[src/rtl/lfusr_pkg.sv]
// Shared widths, limits and the scan status type of the LFU slot table.
package lfusr_pkg;

    localparam int COUNT_BITS = 16;
    localparam int STAMP_BITS = 32;

    localparam logic [COUNT_BITS-1:0] COUNT_MAX = '1;
    localparam logic [STAMP_BITS-1:0] STAMP_MAX = '1;

    typedef struct packed {
        logic hit_found;
        logic victim_found;
        logic free_found;
    } scan_flags_t;

endpackage

[src/rtl/lfusr_mem.sv]
// Slot entry memory: one write port and one read port with registered read data.
module lfusr_mem #(
    parameter int DEPTH     = 16,
    parameter int WIDTH     = 56,
    parameter int ADDR_BITS = 4
) (
    input  logic                 clk,
    input  logic                 wr_en,
    input  logic [ADDR_BITS-1:0] wr_addr,
    input  logic [WIDTH-1:0]     wr_data,
    input  logic                 rd_en,
    input  logic [ADDR_BITS-1:0] rd_addr,
    output logic [WIDTH-1:0]     rd_data
);

    logic [WIDTH-1:0] mem [DEPTH];
    logic [WIDTH-1:0] rd_data_reg;

    always_ff @(posedge clk)
    begin
        if (wr_en)
        begin
            mem[wr_addr] <= wr_data;
        end
    end

    always_ff @(posedge clk)
    begin
        if (rd_en)
        begin
            rd_data_reg <= mem[rd_addr];
        end
    end

    assign rd_data = rd_data_reg;

endmodule

[src/rtl/lfusr_scan.sv]
// Scan accumulator: finds the matching slot, the eviction victim, the first free slot
// and the occupancy while the entries stream out of the memory one per cycle.
module lfusr_scan #(
    parameter int KEY_BITS  = 8,
    parameter int SLOT_BITS = 4,
    parameter int OCC_BITS  = 5
) (
    input  logic                               clk,
    input  logic                               rst_n,
    input  logic                               start,
    input  logic                               cmp_valid,
    input  logic                               cmp_slot_valid,
    input  logic [SLOT_BITS-1:0]               cmp_idx,
    input  logic [KEY_BITS-1:0]                cmp_key,
    input  logic [lfusr_pkg::COUNT_BITS-1:0]   cmp_count,
    input  logic [lfusr_pkg::STAMP_BITS-1:0]   cmp_stamp,
    input  logic [KEY_BITS-1:0]                key,
    output lfusr_pkg::scan_flags_t             flags,
    output logic [OCC_BITS-1:0]                occupied,
    output logic [SLOT_BITS-1:0]               hit_idx,
    output logic [lfusr_pkg::COUNT_BITS-1:0]   hit_count,
    output logic [lfusr_pkg::STAMP_BITS-1:0]   hit_stamp,
    output logic [SLOT_BITS-1:0]               victim_idx,
    output logic [KEY_BITS-1:0]                victim_key,
    output logic [SLOT_BITS-1:0]               free_idx
);

    lfusr_pkg::scan_flags_t flags_reg;
    logic [OCC_BITS-1:0]              occupied_reg;
    logic [SLOT_BITS-1:0]             hit_idx_reg;
    logic [lfusr_pkg::COUNT_BITS-1:0] hit_count_reg;
    logic [lfusr_pkg::STAMP_BITS-1:0] hit_stamp_reg;
    logic [SLOT_BITS-1:0]             victim_idx_reg;
    logic [KEY_BITS-1:0]              victim_key_reg;
    logic [lfusr_pkg::COUNT_BITS-1:0] victim_count_reg;
    logic [lfusr_pkg::STAMP_BITS-1:0] victim_stamp_reg;
    logic [SLOT_BITS-1:0]             free_idx_reg;

    logic take_hit;
    logic take_victim;
    logic take_free;
    logic cmp_before;

    // Eviction order: lowest count, then earliest stamp, then smallest key.
    assign cmp_before = {cmp_count, cmp_stamp, cmp_key}
                      < {victim_count_reg, victim_stamp_reg, victim_key_reg};

    assign take_hit    = cmp_valid && cmp_slot_valid && (cmp_key == key);
    assign take_victim = cmp_valid && cmp_slot_valid && (!flags_reg.victim_found || cmp_before);
    assign take_free   = cmp_valid && !cmp_slot_valid && !flags_reg.free_found;

    always_ff @(posedge clk or negedge rst_n)
    begin
        if (!rst_n)
        begin
            flags_reg    <= '0;
            occupied_reg <= '0;
        end
        else if (start)
        begin
            flags_reg    <= '0;
            occupied_reg <= '0;
        end
        else
        begin
            if (cmp_valid && cmp_slot_valid)
            begin
                occupied_reg <= occupied_reg + OCC_BITS'(1);
            end
            if (take_hit)
            begin
                flags_reg.hit_found <= 1'b1;
            end
            if (take_victim)
            begin
                flags_reg.victim_found <= 1'b1;
            end
            if (take_free)
            begin
                flags_reg.free_found <= 1'b1;
            end
        end
    end

    always_ff @(posedge clk)
    begin
        if (!start && take_hit)
        begin
            hit_idx_reg   <= cmp_idx;
            hit_count_reg <= cmp_count;
            hit_stamp_reg <= cmp_stamp;
        end
        if (!start && take_victim)
        begin
            victim_idx_reg   <= cmp_idx;
            victim_key_reg   <= cmp_key;
            victim_count_reg <= cmp_count;
            victim_stamp_reg <= cmp_stamp;
        end
        if (!start && take_free)
        begin
            free_idx_reg <= cmp_idx;
        end
    end

    assign flags      = flags_reg;
    assign occupied   = occupied_reg;
    assign hit_idx    = hit_idx_reg;
    assign hit_count  = hit_count_reg;
    assign hit_stamp  = hit_stamp_reg;
    assign victim_idx = victim_idx_reg;
    assign victim_key = victim_key_reg;
    assign free_idx   = free_idx_reg;

endmodule

[src/rtl/lfu_slot_replacement_core.sv]
// LFU slot replacement table with oldest-first tie-break: top level.
//
// Input items (key_in) arrive on a valid/ready channel and each produces exactly one
// result item on the output valid/ready channel: whether the key hit, the slot that
// now holds it, whether another key was evicted (and which), and its hit count.
// The configuration channel (cfg_valid/cfg_ready, data active_slots) is always ready
// and should be written only while the table is idle; 0 acts as 1 and values above
// SLOTS act as SLOTS.
// From acceptance to the next acceptance an item goes through the accept cycle, the scan
// that streams every entry of the memory through its single read port, the last
// comparison and the update that writes the entry back and loads the output register.
// The result is visible the cycle after the update. Items are handled one at a time, so
// the write-back always finishes before the next scan reads the memory.
// If the receiver stalls, the finished result waits in the output register while the
// next item is accepted and scanned; its update waits until that register is free.
// Reset clears all slot valid bits, the arrival stamp counter and the output valid;
// the entry memory itself is not cleared, unused entries are masked by the valid bits.
module lfu_slot_replacement_core #(
    parameter int SLOTS    = 16,
    parameter int KEY_BITS = 8
) (
    input  logic                                              clk,
    input  logic                                              rst_n,
    input  logic                                              in_valid,
    output logic                                              in_ready,
    input  logic [KEY_BITS-1:0]                               key_in,
    input  logic                                              cfg_valid,
    output logic                                              cfg_ready,
    input  logic [$clog2(SLOTS+1)-1:0]                        active_slots,
    output logic                                              out_valid,
    input  logic                                              out_ready,
    output logic                                              was_hit,
    output logic [((SLOTS > 1) ? $clog2(SLOTS) : 1)-1:0]      slot_used,
    output logic                                              did_evict,
    output logic [KEY_BITS-1:0]                               evicted_key,
    output logic [lfusr_pkg::COUNT_BITS-1:0]                  count_after
);

    localparam int SLOT_BITS  = (SLOTS > 1) ? $clog2(SLOTS) : 1;
    localparam int OCC_BITS   = $clog2(SLOTS+1);
    localparam int CNT_BITS   = lfusr_pkg::COUNT_BITS;
    localparam int STP_BITS   = lfusr_pkg::STAMP_BITS;
    localparam int ENTRY_BITS = KEY_BITS + CNT_BITS + STP_BITS;

    localparam logic [1:0] ST_IDLE   = 2'd0;
    localparam logic [1:0] ST_SCAN   = 2'd1;
    localparam logic [1:0] ST_LAST   = 2'd2;
    localparam logic [1:0] ST_UPDATE = 2'd3;

    logic [1:0]            state_reg;
    logic [1:0]            state_next;
    logic [SLOT_BITS-1:0]  scan_cnt_reg;
    logic [SLOTS-1:0]      valid_reg;
    logic [SLOTS-1:0]      valid_next;
    logic [OCC_BITS-1:0]   active_reg;
    logic [STP_BITS-1:0]   arrival_reg;
    logic [KEY_BITS-1:0]   key_reg;
    logic [STP_BITS-1:0]   stamp_reg;
    logic                  cmp_valid_reg;
    logic                  cmp_slot_valid_reg;
    logic [SLOT_BITS-1:0]  cmp_idx_reg;

    logic                  out_valid_reg;
    logic                  was_hit_reg;
    logic [SLOT_BITS-1:0]  slot_used_reg;
    logic                  did_evict_reg;
    logic [KEY_BITS-1:0]   evicted_key_reg;
    logic [CNT_BITS-1:0]   count_after_reg;

    logic                  accept;
    logic                  scanning;
    logic                  commit;
    logic [ENTRY_BITS-1:0] rd_entry;
    logic [ENTRY_BITS-1:0] wr_entry;

    lfusr_pkg::scan_flags_t flags;
    logic [OCC_BITS-1:0]    occupied;
    logic [SLOT_BITS-1:0]   hit_idx;
    logic [CNT_BITS-1:0]    hit_count;
    logic [STP_BITS-1:0]    hit_stamp;
    logic [SLOT_BITS-1:0]   victim_idx;
    logic [KEY_BITS-1:0]    victim_key;
    logic [SLOT_BITS-1:0]   free_idx;

    logic [OCC_BITS-1:0]    limit;
    logic                   evict;
    logic [SLOT_BITS-1:0]   new_slot;
    logic [CNT_BITS-1:0]    new_count;
    logic [STP_BITS-1:0]    new_stamp;

    assign accept    = in_valid && in_ready;
    assign scanning  = (state_reg == ST_SCAN);
    assign commit    = (state_reg == ST_UPDATE) && (!out_valid_reg || out_ready);
    assign in_ready  = (state_reg == ST_IDLE);
    assign cfg_ready = 1'b1;

    lfusr_mem #(
        .DEPTH     (SLOTS),
        .WIDTH     (ENTRY_BITS),
        .ADDR_BITS (SLOT_BITS)
    ) u_mem (
        .clk     (clk),
        .wr_en   (commit),
        .wr_addr (new_slot),
        .wr_data (wr_entry),
        .rd_en   (scanning),
        .rd_addr (scan_cnt_reg),
        .rd_data (rd_entry)
    );

    lfusr_scan #(
        .KEY_BITS  (KEY_BITS),
        .SLOT_BITS (SLOT_BITS),
        .OCC_BITS  (OCC_BITS)
    ) u_scan (
        .clk            (clk),
        .rst_n          (rst_n),
        .start          (accept),
        .cmp_valid      (cmp_valid_reg),
        .cmp_slot_valid (cmp_slot_valid_reg),
        .cmp_idx        (cmp_idx_reg),
        .cmp_key        (rd_entry[ENTRY_BITS-1 -: KEY_BITS]),
        .cmp_count      (rd_entry[STP_BITS +: CNT_BITS]),
        .cmp_stamp      (rd_entry[STP_BITS-1:0]),
        .key            (key_reg),
        .flags          (flags),
        .occupied       (occupied),
        .hit_idx        (hit_idx),
        .hit_count      (hit_count),
        .hit_stamp      (hit_stamp),
        .victim_idx     (victim_idx),
        .victim_key     (victim_key),
        .free_idx       (free_idx)
    );

    // Decision for the update cycle, from the finished scan.
    always_comb
    begin
        if (active_reg == '0)
        begin
            limit = OCC_BITS'(1);
        end
        else if (active_reg > OCC_BITS'(SLOTS))
        begin
            limit = OCC_BITS'(SLOTS);
        end
        else
        begin
            limit = active_reg;
        end

        evict = !flags.hit_found && flags.victim_found && (occupied >= limit);

        priority if (flags.hit_found)
        begin
            new_slot = hit_idx;
        end
        else if (evict && (!flags.free_found || (victim_idx < free_idx)))
        begin
            new_slot = victim_idx;
        end
        else if (flags.free_found)
        begin
            new_slot = free_idx;
        end
        else
        begin
            new_slot = '0;
        end

        valid_next = valid_reg;
        if (evict)
        begin
            valid_next[victim_idx] = 1'b0;
        end
        valid_next[new_slot] = 1'b1;

        if (flags.hit_found)
        begin
            new_count = (hit_count == lfusr_pkg::COUNT_MAX) ? hit_count
                                                            : hit_count + CNT_BITS'(1);
            new_stamp = hit_stamp;
        end
        else
        begin
            new_count = CNT_BITS'(1);
            new_stamp = stamp_reg;
        end

        wr_entry = {key_reg, new_count, new_stamp};
    end

    always_comb
    begin
        state_next = state_reg;
        unique case (state_reg)
            ST_IDLE:
            begin
                if (accept)
                begin
                    state_next = ST_SCAN;
                end
            end
            ST_SCAN:
            begin
                if (scan_cnt_reg == SLOT_BITS'(SLOTS-1))
                begin
                    state_next = ST_LAST;
                end
            end
            ST_LAST:
            begin
                state_next = ST_UPDATE;
            end
            ST_UPDATE:
            begin
                if (commit)
                begin
                    state_next = ST_IDLE;
                end
            end
            default:
            begin
                state_next = ST_IDLE;
            end
        endcase
    end

    always_ff @(posedge clk or negedge rst_n)
    begin
        if (!rst_n)
        begin
            state_reg     <= ST_IDLE;
            scan_cnt_reg  <= '0;
            valid_reg     <= '0;
            active_reg    <= OCC_BITS'(SLOTS);
            arrival_reg   <= '0;
            cmp_valid_reg <= 1'b0;
            out_valid_reg <= 1'b0;
        end
        else
        begin
            state_reg     <= state_next;
            cmp_valid_reg <= scanning;

            if (cfg_valid && cfg_ready)
            begin
                active_reg <= active_slots;
            end

            if (accept)
            begin
                scan_cnt_reg <= '0;
                if (arrival_reg != lfusr_pkg::STAMP_MAX)
                begin
                    arrival_reg <= arrival_reg + STP_BITS'(1);
                end
            end
            else if (scanning)
            begin
                scan_cnt_reg <= scan_cnt_reg + SLOT_BITS'(1);
            end

            if (commit)
            begin
                valid_reg     <= valid_next;
                out_valid_reg <= 1'b1;
            end
            else if (out_ready)
            begin
                out_valid_reg <= 1'b0;
            end
        end
    end

    always_ff @(posedge clk)
    begin
        if (accept)
        begin
            key_reg   <= key_in;
            stamp_reg <= arrival_reg;
        end
        if (scanning)
        begin
            cmp_idx_reg        <= scan_cnt_reg;
            cmp_slot_valid_reg <= valid_reg[scan_cnt_reg];
        end
        if (commit)
        begin
            was_hit_reg     <= flags.hit_found;
            slot_used_reg   <= new_slot;
            did_evict_reg   <= evict;
            evicted_key_reg <= evict ? victim_key : '0;
            count_after_reg <= new_count;
        end
    end

    assign out_valid   = out_valid_reg;
    assign was_hit     = was_hit_reg;
    assign slot_used   = slot_used_reg;
    assign did_evict   = did_evict_reg;
    assign evicted_key = evicted_key_reg;
    assign count_after = count_after_reg;

`ifndef SYNTHESIS
    a_out_from_update: assert property (@(posedge clk) disable iff (!rst_n)
        $rose(out_valid) |-> $past(state_reg) == ST_UPDATE)
        else $error("result appeared without an update cycle");

    a_hit_no_evict: assert property (@(posedge clk) disable iff (!rst_n)
        out_valid |-> !(was_hit && did_evict) && (did_evict || evicted_key == '0))
        else $error("eviction reported on a hit or stray evicted key");

    a_count_nonzero: assert property (@(posedge clk) disable iff (!rst_n)
        out_valid |-> count_after != '0)
        else $error("result count is zero");

    a_idle_no_compare: assert property (@(posedge clk) disable iff (!rst_n)
        in_ready |-> !cmp_valid_reg && !scanning)
        else $error("new item accepted while a scan is in flight");
`endif

endmodule
[config.mk]
export PLATFORM = sky130hd
export DESIGN_NAME = lfu_slot_replacement_core
export DESIGN_NICKNAME = d
export VERILOG_FILES = /design/src/rtl/lfusr_pkg.sv /design/src/rtl/lfusr_mem.sv /design/src/rtl/lfusr_scan.sv /design/src/rtl/lfu_slot_replacement_core.sv
export SDC_FILE = /design/constraint.sdc
export NUM_CORES = 1
export LEC_CHECK = 0
export ABC_AREA = 1
export BUFFER_PORTS_ARGS = -buffer_cell sky130_fd_sc_hd__clkbuf_2
export CAP_MARGIN = 20
export CORE_MARGIN = 1.5
export CORE_UTILIZATION = 39
export CTS_BUF_LIST = sky130_fd_sc_hd__clkbuf_16
export CTS_CLUSTER_SIZE = 40
export DETAILED_ROUTE_END_ITERATION = 7
export GPL_TIMING_DRIVEN = 0
export MAX_ROUTING_LAYER = met4
export SLEW_MARGIN = 20
export SYNTH_ARGS = -nofsm -noshare
export SYNTH_HDL_FRONTEND = slang
export SYNTH_SLANG_ARGS = --single-unit
export TNS_END_PERCENT = 10
[constraint.sdc]
create_clock -name clk -period 8.53 [get_ports clk]
set_input_delay 0.853 -clock clk [delete_from_list [all_inputs] [get_ports clk]]
set_output_delay 0.853 -clock clk [all_outputs]
set_load 0.01 [all_outputs]
# Word level (Yosys, flattened, before mapping)
# Memory sizes are Yosys's and may differ from the RTL's. A register that Yosys moved wholly into a read port is not among the register bits.
# Cells that the tools add are included.
# W data, S select, Z words.
# classes
n_addsub,4
n_lt_le_gt_ge,9
n_eq_ne,10
n_mux,31
bitwise,3
n_reduce_logical,34
# op_table
op,count
$lt A56 B56 Y1,1
$mux W16,3
$add A32 B1 Y32 const B,1
$mux W32,1
$ne A32 B32 Y1 const B,1
$mux W4,5
$mux W5,4
$add A16 B1 Y16 const B,1
$and A16 B16 Y16,1
$eq A16 B16 Y1 const B,1
$not A16 Y16,1
$or A16 B16 Y16,1
$logic_and A1 B1 Y1,15
$lt A4 B5 Y1 const B,3
$reduce_bool A2 Y1,6
$mux W1,10
$demux W1 S4,2
$eq A8 B8 Y1,1
$ge A4 B1 Y1 const B,2
$pmux W2 S4,1
$logic_not A1 Y1,6
$mux W2,3
$add A5 B1 Y5 const B,1
$ge A5 B5 Y1,1
other kinds (15),19
# totals
regBits,260
mem_bits_rw,896
output_inout_bits,33
word_cells,120
memories,1
# mem_list
name,words,width,read_ports,rd_clocked_by_memory_dff,write_ports,line_no,source
u_mem.mem,16,56,1,1,1,lfusr_mem.sv:16,logic [WIDTH-1:0] mem [DEPTH];

# Depth between registers and ports, before layout
# depth
word_depth,13
mapped_depth,19
ltp_nobuf,19

# Modules after synthesis
# From an unflattened synthesis, not the netlist that was laid out.
# unflattened
hier_cells,4888
area_unflattened_um2,52611.7
# by_module_without_submodules
mod,instances,cells_per_inst,area_per_inst_um2,seq_area_each_um2
lfusr_mem,1,3688,40276.1,28587.4
lfu_slot_replacement_core,1,761,6846.6,3779.9
lfusr_scan,1,439,5489.0,3683.5

# Least setup slack after synthesis
# OpenSTA, ideal clock, no wires.
# synth_path
path_kind,input -> register
startpoint,input port in_valid
endpoint,register u_scan.flags_reg (netlist bit u_scan.flags[2])
setup_ns,0.088
arrival_time_ns,6.046
t_required_ns,8.442
slack_ns,2.396
path_stages,6
path_cell_list,nand2_1 inv_2 nor2_1 o211ai_1 nor3b_1 or2_2
# synth_via
elab_chain_cells,2
elab_cells_between_ends,3
classes_between,mux: 1; reduce/logical: 2
# synth_rtl
element,line_no,source
"start, declared",lfu_slot_replacement_core.sv:24,"input logic in_valid,"
$logic_and A1 B1 Y1 *,lfu_slot_replacement_core.sv:91,assign accept = in_valid && in_ready;
named net accept,lfu_slot_replacement_core.sv:70,logic accept;
$mux W3 / $reduce_bool A2 Y1 (equally long branches),--,
"end, declared",lfusr_scan.sv:28,lfusr_pkg::scan_flags_t flags_reg;
# Mark *: on every way through the listed nets, which the timed path passes. The rest lies on a longest branch.
# A chain may end at the register's enable or synchronous reset.

# Worst setup path in the final report
# layout_path
startpoint,register state_reg[0]
endpoint,"register u_scan.hit_stamp_reg (netlist bit u_scan.hit_stamp[30]), enable pin"
# layout_via
elab_chain_cells,4
# layout_rtl
element,line_no,source
"start, declared",lfu_slot_replacement_core.sv:50,logic [1:0] state_reg;
"start signal, assigned",lfu_slot_replacement_core.sv:243,state_reg <= state_next;
$logic_not A2 Y1,lfu_slot_replacement_core.sv:94,assign in_ready = (state_reg == ST_IDLE);
$logic_and A1 B1 Y1,lfu_slot_replacement_core.sv:91,
named net accept,lfu_slot_replacement_core.sv:70,
$logic_not A1 Y1,lfusr_scan.sv:87,if (!start && take_hit)
$logic_and A1 B1 Y1,lfusr_scan.sv:87,
"end signal, assigned",lfusr_scan.sv:91,hit_stamp_reg <= cmp_stamp;
"end, declared",lfusr_scan.sv:32,logic [lfusr_pkg::STAMP_BITS-1:0] hit_stamp_reg;
# The timed path passes the listed nets, and every way through them passes these cells.

==> results.sh <==
export IMPL_grt_pass1_wl_um=194000
export IMPL_grt_max_degree=43
export IMPL_antenna_found_initial=4
export IMPL_clk_pin_slew_ns=0.06
export IMPL_cts_sinks=1212
export IMPL_fin_crit_sh=0.511
export IMPL_critPathArrivalTime_ns=4.76
export IMPL_nets=3939
export IMPL_portBuffers=48
export IMPL_path_buf_inv=7
export IMPL_powerDensity_nw_per_um2=331
export IMPL_drv_slew=0
export IMPL_peakVddDrop_mv=0.241
export IMPL_rows=128
export IMPL_synth_edf_count=1143
export IMPL_vias=30402
export IMPL_yosys_top_cells_area="edfxtp_1, o21ai_0, nor2_1, dfrtp_1, nand2_1"
export IMPL_cts_tree="done"
export IMPL_post_route_drc_count=0
export IMPL_first_pass_iters=6
export IMPL_syn_area_per_cell_um2=13.2
export IMPL_clk_insertion_delay_late_ns=0.71
export IMPL_rsz0062_at_grt="no"
export IMPL_cts_setup_buffers=0
export IMPL_cts_repair_resized=0
export IMPL_cp_slowest_cell="nor2_1"
export IMPL_grt_pass1_vias=29363
export IMPL_syn_to_final_growth_pct=14.6
export IMPL_ys_types=45
export IMPL_dieArea_um2=126000
export IMPL_netlist_instances=3646
export IMPL_htreeDepth=3
export IMPL_status="finished, final reports clean"
export IMPL_ios=51
export IMPL_fin_skew_ns=0.0321
export IMPL_cts_root_buf="clkbuf_16"
export IMPL_pre_cts_ws_ns=4.06
export IMPL_routed_wirelength_um=131000
export IMPL_drt_wirelength_per_cell_um=23.5
export IMPL_hold_buffers=0
export IMPL_ant_nets=0
export IMPL_cp_end_kind="flop"
export IMPL_yosysTopAreaCellShare=0.712
export IMPL_grt_overflow=0
export IMPL_syn_nets=3735
export IMPL_layout_drive_gt1_share=0.0998
export IMPL_start_kind="flop"
export IMPL_ys_async_sr_fraction=0.0569
export IMPL_dpl_hpwl_um=87400
export IMPL_cap_viol_max_count=0
export IMPL_min_path_type="in2async"
export IMPL_yosysTopAreaCell="edfxtp_1"
export IMPL_critPathMaxFanout=16
export IMPL_crit_family="buffers and inverters"
export IMPL_core_area_um2=122000
export IMPL_final_hold_viol_count=0
export IMPL_setup_tns_ns=0
export IMPL_place_gp_congestion=0.856
export IMPL_fmax_mhz=229
export IMPL_power_leakage_nw=19.0
export IMPL_crit_path_max_incr_delay_ns=0.57
export IMPL_tightest_slew_ns=1.20
export IMPL_place_area_um2=51300
export IMPL_ys_warnings_count=0
export IMPL_drtIter0Drc=3382
export IMPL_timing_slew_headroom=0.197
export IMPL_fillCellCount=10860
export IMPL_chipWidth_um=355
export IMPL_final_area_um2=55200
export IMPL_die_h_um=355
export IMPL_cp_data_required_time_ns=8.93
export IMPL_crit_path_cell_trace="inv_1 -> ha_1 -> nand2_1 -> inv_2 -> nor2_1 -> o211ai_1 -> nor3b_2 -> buf_4 -> buf_4 -> buf_4 -> buf_4 -> buf_4"
export IMPL_track_usage=0.212
export IMPL_crit_type="reg2reg"
export IMPL_synth_area_um2=48200
export IMPL_via_per_inst=5.45
export IMPL_period_needed_ns=4.36
export IMPL_setup_violations=0
export IMPL_initial_core_util=0.395
export IMPL_synth_seq_cells=1212
export IMPL_synth_ff_type="edfxtp_1"
export IMPL_cts_buffers=120
export IMPL_path_common_cell="buf_4"
export IMPL_cts_path_max_buffers=3
export IMPL_ys_seq_area_frac=0.748
export IMPL_worst_slack_ns=4.17
export IMPL_largest_reg_flops=896
[per-layer routing]
layer	up-vias	share of wire	global-route usage
li1	13787	-	-
met1	15261	0.43	0.289
met2	1154	0.47	0.331
met3	200	0.069	0.0282
met4	0	0.031	0.0681
met5	-	0	-
[synthesized netlist by cell type, types with 2 or more instances]
cell / number
buf_2: 39
xor2_1: 25
nor3_1: 19
nand3_2: 5
nand2_2: 11
edfxtp_1: 1143
dfrtp_1: 68
or2_2: 6
buf_4: 5
nor2_2: 14
xnor2_1: 13
a211oi_1: 4
nand4_2: 3
nor3b_1: 2
nor2_1: 519
nor4_1: 3
inv_1: 166
nand2_1: 402
o211ai_1: 32
ha_1: 71
o21ai_0: 483
a21oi_1: 46
nand4_1: 20
clkbuf_1: 145
nand2_4: 2
o31ai_1: 16
o22ai_1: 144
nor3_2: 4
nand3_1: 114
buf_1: 7
inv_2: 6
nor2_4: 4
o21ai_1: 8
o221ai_1: 86
[path summary, 6_finish.rpt]
path,start,end,slack [ns],cells after the start
min reg2reg,arrival_reg[31],stamp_reg[31],0.45,0
max in group asynchronous,rst_n,active_reg[4],7.72,2
min in group clk,key_in[1],key_reg[1],0.32,1
max,state_reg[0],u_scan.hit_stamp[30],4.17,12
max reg2reg,state_reg[0],u_scan.hit_stamp[30],4.17,12
min,rst_n,arrival_reg[2],0.16,1
[metrics by stage]
step | hold WS [ns] | utilization | total power, mW | std cells
4_1_cts | 0.163 | 0.452 | 18.3 | 5580
2_1_floorplan | 0.420 | - | 10.7 | 3646
6_report | 0.164 | 0.452 | 18.3 | 5582
3_3_place_gp | 0.426 | 0.413 | 12.9 | 5319
3_5_place_dp | 0.444 | 0.419 | 13.1 | 5352
5_1_grt | 0.203 | 0.452 | 19.1 | 5581
[cell type report]
class	count	area [um2]	area share
plain buffers	197	820	0.0148
flip-flops and latches	1212	36100	0.653
repair buffers	82	895	0.0162
inverters	172	686	0.0124
clock inverters	104	870	0.0157
well taps	1625	2030	0.0368
diodes	1	2.50	0.0000453
multi-input cells	2065	10800	0.195
clock buffers	124	3100	0.0562
[power breakdown]
part / internal [mW] / leakage, nW / switching [mW]
Sequential: 7.44 / 11.3 / 0.327
Clock: 3.07 / 2.02 / 2.25
Combinational: 1.37 / 5.69 / 3.83
[logic make-up after synthesis]
kind of cell,share of synthesized area
XOR/XNOR,0.00690
AO/OA/AOI/OAI,0.0986
other,0.0000778
flip-flops,0.748
buffers and inverters,0.0303
adder cells (fa/ha/maj),0.0184
AND/OR/NAND/NOR,0.0982
[placed cells by master (no fill, tap or decap), types with 19 or more instances in the layout]
cell / Yosys / routed
o21ai_0: 483 / 482
nand3_1: 114 / 114
nor2_1: 519 / 517
ha_1: 71 / 70
inv_1: 166 / 167
dfrtp_1: 68 / 68
o211ai_1: 32 / 32
o221ai_1: 86 / 86
clkbuf_2: 0 / 50
edfxtp_1: 1143 / 1143
a21oi_1: 46 / 40
clkinv_1: 0 / 35
buf_2: 39 / 40
xor2_1: 25 / 25
clkbuf_16: 0 / 124
o22ai_1: 144 / 144
nor3_1: 19 / 19
nand2_1: 402 / 402
clkbuf_1: 145 / 142
clkinv_2: 0 / 25
nand4_1: 20 / 20
(Power assumes the default switching activity.)
